===== src/rtl/core/mzsf_pkg.sv =====
// Shared types and constants for the moving-zero state-feedback controller.
package mzsf_pkg;

  // Configuration register indexes
  localparam logic [2:0] REG_GAIN_POSITION  = 3'd0;
  localparam logic [2:0] REG_GAIN_VELOCITY  = 3'd1;
  localparam logic [2:0] REG_GAIN_INTEGRAL  = 3'd2;
  localparam logic [2:0] REG_GAIN_POSE      = 3'd3;
  localparam logic [2:0] REG_GAIN_ACCEL     = 3'd4;
  localparam logic [2:0] REG_RATE_LIMIT     = 3'd5;
  localparam logic [2:0] REG_POSE_LIMIT     = 3'd6;
  localparam logic [2:0] REG_INTEGRAL_LIMIT = 3'd7;

  localparam logic signed [63:0] ONE_Q16     = 64'sd65536;
  localparam logic signed [63:0] ACC_CLAMP   = 64'sd131072000;
  localparam logic signed [63:0] POSE_MARGIN = 64'sd327680;
  localparam logic [31:0]        GAP_MIN_MS  = 32'd10;
  localparam logic [31:0]        GAP_MAX_MS  = 32'd100;

  // Multiply-divide unit request: product of two operands, rounded divide
  typedef struct packed {
    logic signed [63:0] a;
    logic signed [63:0] b;
    logic        [31:0] d;
  } md_req_t;

  // Sequencer states, one-hot
  typedef enum logic [4:0] {
    S_IDLE = 5'b00001,
    S_LOAD = 5'b00010,
    S_MUL  = 5'b00100,
    S_DIV  = 5'b01000,
    S_DONE = 5'b10000
  } md_state_t;

  function automatic logic signed [63:0] clampv(input logic signed [63:0] v,
      input logic signed [63:0] lo, input logic signed [63:0] hi);
    if (v < lo) return lo;
    if (v > hi) return hi;
    return v;
  endfunction

  function automatic logic signed [63:0] sat32(input logic signed [63:0] v);
    return clampv(v, -64'sd2147483648, 64'sd2147483647);
  endfunction

endpackage


===== src/rtl/core/mzsf_muldiv.sv =====
// Bit-serial signed multiply then round-to-nearest divide by an unsigned divisor.
module mzsf_muldiv
  import mzsf_pkg::*;
(
  input  logic               clk,
  input  logic               rst,
  input  logic               start,
  input  md_req_t            req,
  output logic               done,
  output logic signed [63:0] result
);

  md_state_t          state;
  logic        [63:0] mcand;
  logic        [63:0] mplier;
  logic        [63:0] prod;
  logic        [63:0] rem;
  logic        [63:0] quo;
  logic        [31:0] dvs;
  logic               neg;
  logic        [6:0]  cnt;
  logic        [64:0] trial;
  logic        [63:0] num;

  assign trial = {rem[63:0], num[63]} - {33'd0, dvs};

  // one multiplier bit, then one quotient bit, per cycle
  always_ff @(posedge clk) begin
    if (rst) begin
      state <= S_IDLE;
      done  <= 1'b0;
    end else begin
      done <= (state == S_DONE);
      unique case (state)
        S_IDLE: begin
          if (start) state <= S_LOAD;
        end
        S_LOAD: begin
          neg    <= req.a[63] ^ req.b[63];
          mcand  <= req.a[63] ? -req.a : req.a;
          mplier <= req.b[63] ? -req.b : req.b;
          dvs    <= req.d;
          prod   <= '0;
          cnt    <= '0;
          state  <= S_MUL;
        end
        S_MUL: begin
          if (mplier[0]) prod <= prod + mcand;
          mcand  <= mcand << 1;
          mplier <= mplier >> 1;
          cnt    <= (cnt == 7'd63) ? 7'd0 : cnt + 7'd1;
          if (cnt == 7'd63) state <= S_DIV;
        end
        S_DIV: begin
          if (cnt == 7'd0) begin
            // rounding: add half the divisor first
            num <= prod + {33'd0, dvs[31:1]};
            rem <= '0;
            quo <= '0;
            cnt <= 7'd1;
          end else begin
            if (!trial[64]) begin
              rem <= trial[63:0];
              quo <= {quo[62:0], 1'b1};
            end else begin
              rem <= {rem[62:0], num[63]};
              quo <= {quo[62:0], 1'b0};
            end
            num <= num << 1;
            cnt <= cnt + 7'd1;
            if (cnt == 7'd64) state <= S_DONE;
          end
        end
        S_DONE: begin
          result <= neg ? -$signed(quo) : $signed(quo);
          state  <= S_IDLE;
        end
        default: state <= S_IDLE;
      endcase
    end
  end

endmodule


===== config.mk =====
export PLATFORM = sky130hd
export DESIGN_NAME = mzsf_muldiv
export DESIGN_NICKNAME = d
export VERILOG_FILES = /design/src/rtl/core/mzsf_pkg.sv /design/src/rtl/core/mzsf_muldiv.sv
export SDC_FILE = /design/constraint.sdc
export NUM_CORES = 1
export LEC_CHECK = 0
export BUFFER_PORTS_ARGS = -buffer_cell sky130_fd_sc_hd__buf_2
export CELL_PAD_IN_SITES_DETAIL_PLACEMENT = 1
export CELL_PAD_IN_SITES_GLOBAL_PLACEMENT = 2
export CORE_AREA = 3 3 383 233
export DETAILED_ROUTE_END_ITERATION = 6
export DIE_AREA = 0 0 386 236
export PLACE_DENSITY = 0.89
export SYNTH_ARGS = -nofsm -noshare
export SYNTH_HDL_FRONTEND = slang
export SYNTH_SLANG_ARGS = --single-unit
export TNS_END_PERCENT = 20

===== constraint.sdc =====
create_clock -name clk -period 8.9 [get_ports clk]
set_input_delay 0.445 -clock clk [delete_from_list [all_inputs] [get_ports clk]]
set_output_delay 0.445 -clock clk [all_outputs]
set_load 0.01 [all_outputs]

Yosys cells after proc, flatten, opt, wreduce, memory -nomap -nowiden
Index checks and enable logic that the tools add are counted.
{ "word_totals": {"register_bits": 494, "latch_bits": 0, "mem_bits_rw": 0, "romBits": 0, "inputBits": 163, "output_inout_bits": 65, "mem_count": 0} }
{ "classes": {"n_addsub": 7, "n_mul": 0, "div": 0, "n_lt_le_gt_ge": 0, "n_eq_ne": 12, "shift": 0, "muxes": 18, "bitwise": 2, "n_reduce_logical": 10} }
{ "op_table": {"columns": ["op", "n"], "rows": [
  ["2-to-1 mux 64 bit", 6],
  ["case mux 64 bit (2 select lines)", 3],
  ["negator 64 bit", 3],
  ["subtractor 65 x 32 -> 65 bit", 1],
  ["adder 64 x 31 -> 64 bit", 1],
  ["adder 64 bit", 1],
  ["case mux 7 bit (3 select lines)", 1],
  ["2-to-1 mux 5 bit", 4],
  ["case mux 5 bit (4 select lines)", 1],
  ["2-to-1 mux 7 bit", 2],
  ["!= test 2 bit, second input constant", 5],
  ["AND reduction 2 bit", 5],
  ["adder 7 x 1 -> 7 bit, second input constant", 1],
  ["== test 7 x 6 -> 1 bit, second input constant", 1],
  ["== test 7 bit, second input constant", 1],
  ["logical NOT 7 bit", 1],
  ["== test 5 x 1 -> 1 bit, second input constant", 1],
  ["== test 5 x 2 -> 1 bit, second input constant", 1],
  ["== test 5 x 3 -> 1 bit, second input constant", 1],
  ["== test 5 x 4 -> 1 bit, second input constant", 1],
  ["== test 5 bit, second input constant", 1],
  ["AND reduction 4 bit", 1],
  ["AND reduction 3 bit", 1],
  ["nonzero test 3 bit", 1],
  ["other kinds (4)", 4]
]} }

Logic depth before layout (Yosys ltp)
{ "depth": {"ltp_word": 4, "depth_mapped": 14, "mapped_depth_nobuf": 13} }

Worst setup path before layout
No wires, ideal clock.
{ "synth_timing": {"path_kind": "reg2reg", "startpoint": "register state[4]", "endpoint": "register num[0], enable pin", "setup_time_ns": 0.750, "arrival_time_ns": 8.709, "required_ns": 8.150, "path_slack_ns": -0.559, "stages_incl_launch_ff": 4, "period_less_slack_ns": 9.459, "cell_sequence": "dfxtp_1 > nor2_1 > nand3_1 > nor2_1"} }
{ "synth_between": {"elab_chain_cells": 2} }
{ "synth_lines": {"columns": ["item", "line", "source"], "rows": [
  ["start, declared", "mzsf_muldiv.sv:13", "md_state_t state;"],
  ["start signal, assigned", "mzsf_muldiv.sv:30", "state <= S_IDLE;"],
  ["start signal, assigned", "mzsf_muldiv.sv:36", "if (start) state <= S_LOAD;"],
  ["start signal, assigned", "mzsf_muldiv.sv:45", "state <= S_MUL;"],
  ["== test 5 x 4 -> 1 bit", "mzsf_muldiv.sv:34", "unique case (state)"],
  ["AND reduction 2 bit (no source line)", null, null],
  ["end signal, assigned", "mzsf_muldiv.sv:57", "num <= prod + {33'd0, dvs[31:1]};"],
  ["end signal, assigned", "mzsf_muldiv.sv:69", "num <= num << 1;"],
  ["end, declared", "mzsf_muldiv.sv:23", "logic [63:0] num;"]
]} }
Every way passes these cells.
A chain may end at the register's enable or synchronous reset.

Worst setup path after layout
{ "layout_timing": {"startpoint": "register dvs[1]", "endpoint": "register num[62], data pin"} }
{ "layout_between": {"elab_chain_cells": 2} }
{ "layout_lines": {"columns": ["item", "line", "source"], "rows": [
  ["start, declared", "mzsf_muldiv.sv:19", "logic [31:0] dvs;"],
  ["start signal, assigned", "mzsf_muldiv.sv:42", "dvs <= req.d;"],
  ["adder 64 x 31 -> 64 bit", "mzsf_muldiv.sv:57", null],
  ["2-to-1 mux 64 bit", "mzsf_muldiv.sv:55", "if (cnt == 7'd0) begin"]
]} }
Every way passes these cells.

==> impl_metrics.tcl <==
set metrics [dict create \
    maxSlewHeadroom_pct 19.8 \
    final_common_cell "edfxtp_1" \
    synth_top_family_by_area "simple AND/OR/NAND/NOR gates" \
    syn_inst 3132 \
    path_cells "ha_1, fa_1, a21o_1, a21oi_1, o21ai_0, a21bo_2, a41oi_1, o31ai_1, nor3b_1, nand2_1, or4_1, a31oi_1" \
    clk_pin_slew_worst_paths_ps 60 \
    outcome "finished, final reports clean" \
    fin_crit_ps 4940 \
    crit_type "reg -> reg" \
    cts.sinks 494 \
    core_area_mm2 0.0857 \
    clk_path_buf_depth 3 \
    slowest_delay_ps 1030 \
    cp_num_buf_inv 0 \
    holdWs_ps 41.3 \
    synth_fa_ha_area_share_pct 5.50 \
    postPlaceCellArea_mm2 0.0332 \
    syn_area_mm2 0.0309 \
    synthesis.nets 3429 \
    fmax_ghz 0.203 \
    rsz0062_at_grt "false" \
    period_share_pct 55.5 \
    yosysWarnings 0 \
    synthMuxAreaShare_pct 0.357 \
    critical_path_arrival_ps 5390 \
    ant_nets 0 \
    cp-end-kind "flop" \
    powerDensity_mw_per_mm2 145 \
    layout.nets 3604 \
    synthSimpleGateAreaFrac_pct 17.3 \
    drive_gt1_share_pct 10.9 \
    crit_slowest_cell "nor3b_1" \
    final_hold_viol_count 0 \
    drc 0 \
    antenna_found_initial 11 \
    vias_per_cell 5.52 \
    die-area_mm2 0.0911 \
    use_met1_pct 30.0 \
    fin_total_pwr_uw 5090 \
    fp-row-count 83 \
    synth_xor_area_share_pct 9.99 \
    holdCritPathClass "in -> reg" \
    io_pins 228 \
    synth-compound-area-share_pct 16.3 \
    finalInstanceArea_mm2 0.0351 \
    ctsResizeCount 0 \
    groute.usage.overall_pct 19.7 \
    setup-violations-final 0 \
    area_growth_pct 13.5 \
    grt_pass1_vias 24767 \
    cts-root-buf "clkbuf_16" \
    synth_edf_count 488 \
    die_w_um 386 \
    maxCapViolations 0 \
    gp_congestion 0.898 \
    drtIter0Drc 1915 \
    vias 24860 \
    synth_top_cell_area_share_pct 47.5 \
    required_ps 9360 \
    yosysSeqAreaShare_pct 47.9 \
    met3_usage_pct 3.97 \
    fin_skew_ps 58.4 \
    leakagePower_uw 0.0127 \
    start_util_pct 36.0 \
    cts.htree.levels 2 \
    synth_cell_type_count 77 \
    worstSkewPairLatency_ps 640 \
    slew_violations 0 \
    grtUsageMet2_pct 28.8 \
    overflow 0 \
    ir_drop_mv 0.136 \
    fin_util_pct 40.9 \
    first_pass_iters 7 \
    crit_family "compound AO/OA/AOI/OAI gates" \
    synth_area_leader_cell "edfxtp_1" \
    cts_tree "done" \
    numCtsBuffers 53 \
    dp_hpwl_um 68200 \
    grt_pass1_wl_um 144000 \
    asyncSetResetFlopFracSynth_pct 0 \
    final_cell_mix "edfxtp_1 (488), nand2_1 (413), o21ai_0 (312)" \
    grt_busiest_layer "met1" \
    worstMarginPinSlew_ps 1200 \
    detail_route.wl_per_cell_um 20.5 \
    cp-start-kind "flop" \
    cp_max_fo 6 \
    drt-total-wl_um 92400 \
    synth_area_per_cell_um2 9.86 \
    synth-seq-cells 494 \
    fp.dieH_um 236 \
    synth_ff_type "edfxtp_1" \
    synthTopCellsByArea "edfxtp_1 (47%), ha_1 (5.3%), xor2_1 (5.2%)" \
    io_buffers 227 \
    grt_max_degree 129 \
]
-- sequential cells by signal, summed over array words and instances (netlist names), 32 cells and up --
signal,count
num,64
mplier,64
rem,64
mcand,64
result,64
quo,64
dvs,32
prod,64
-- metal layers --
layer | wire length (um) | up-vias
li1 | - | 11855
met1 | 46300 | 12340
met2 | 39300 | 562
met3 | 5250 | 97
met4 | 1490 | 6
met5 | 42 | -
-- power breakdown --
part | total, uW | internal [uW] | switching (uW)
Clock | 2260 | 1260 | 991
Combinational | 276 | 111 | 166
Sequential | 2560 | 2550 | 7.86
-- timing repair --
action,4_1_cts,5_1_grt
hold endpoints to repair,13,0
setup buffers,0,0
hold buffers,13,0
-- final timing paths --
check	start	end	slack [ps]	cells past startpoint
hold reg to reg	num[20]$_DFFE_PP_	num[21]$_DFFE_PP_	480	2
hold / removal	req[21]	dvs[21]$_DFFE_PP_	40	1
setup reg to reg	dvs[1]$_DFFE_PP_	num[62]$_DFFE_PP_	3960	12
setup / recovery	dvs[1]$_DFFE_PP_	num[62]$_DFFE_PP_	3960	12
-- synth_stat cells (7+ instances only) --
library cell	number
o31ai_1	60
inv_1	78
o211ai_1	17
nand2_1	414
buf_1	13
a21oi_1	186
xnor2_1	168
and3_1	26
nor2b_1	17
o21ai_0	312
nor3b_1	11
a21o_1	87
xor2_1	184
and2_1	75
ha_1	131
or2_2	10
o21a_1	19
nand2b_1	30
nor2_1	201
a41oi_1	7
a211oi_1	11
nand4_1	53
o21bai_1	27
nor4_1	31
mux2i_1	11
o31a_1	7
clkbuf_1	127
o41ai_1	27
a31oi_1	14
or4_1	25
or3_1	60
nor3_1	62
nand3_1	56
edfxtp_1	488
-- cell families after synthesis --
group                    count (synthesis)
AO/OA/AOI/OAI                          824
buffers and inverters                  219
multiplexers                            11
XOR/XNOR                               352
AND/OR/NAND/NOR                       1098
adder cells (fa/ha/maj)                134
flip-flops                             494
-- worst reg2reg max path, stage by stage, from the launching register on --
cell	delay (ps)
edfxtp_1	410
ha_1	240
fa_1	240
a21o_1	140
a21oi_1	130
o21ai_0	370
a21bo_2	260
a41oi_1	220
o31ai_1	670
nor3b_1	1030
nand2_1	380
or4_1	510
a31oi_1	200
-- area by class of cell --
| type | count | area (um2) |
|---|---|---|
| Fill cell | 9713 | 50600 |
| Timing Repair Buffer | 261 | 1450 |
| Tap cell | 1147 | 1440 |
| Multi-Input combinational cell | 2419 | 15400 |
| Sequential cell | 494 | 14800 |
| Clock inverter | 21 | 270 |
| Clock buffer | 74 | 1460 |
| Inverter | 78 | 293 |
| Antenna cell | 7 | 17.5 |
-- per-stage QoR --
stage                     worst slack (ps)  setup TNS [ps]  instances
after detailed placement              4060               0       4385
final                                 3960               0       4501
after CTS                             4110               0       4493
after global routing                  3640               0       4501
after global placement                4240               0       4385
after floorplan                       -393          -25170       3132
Note: power is estimated with default switching activity, not from simulation.
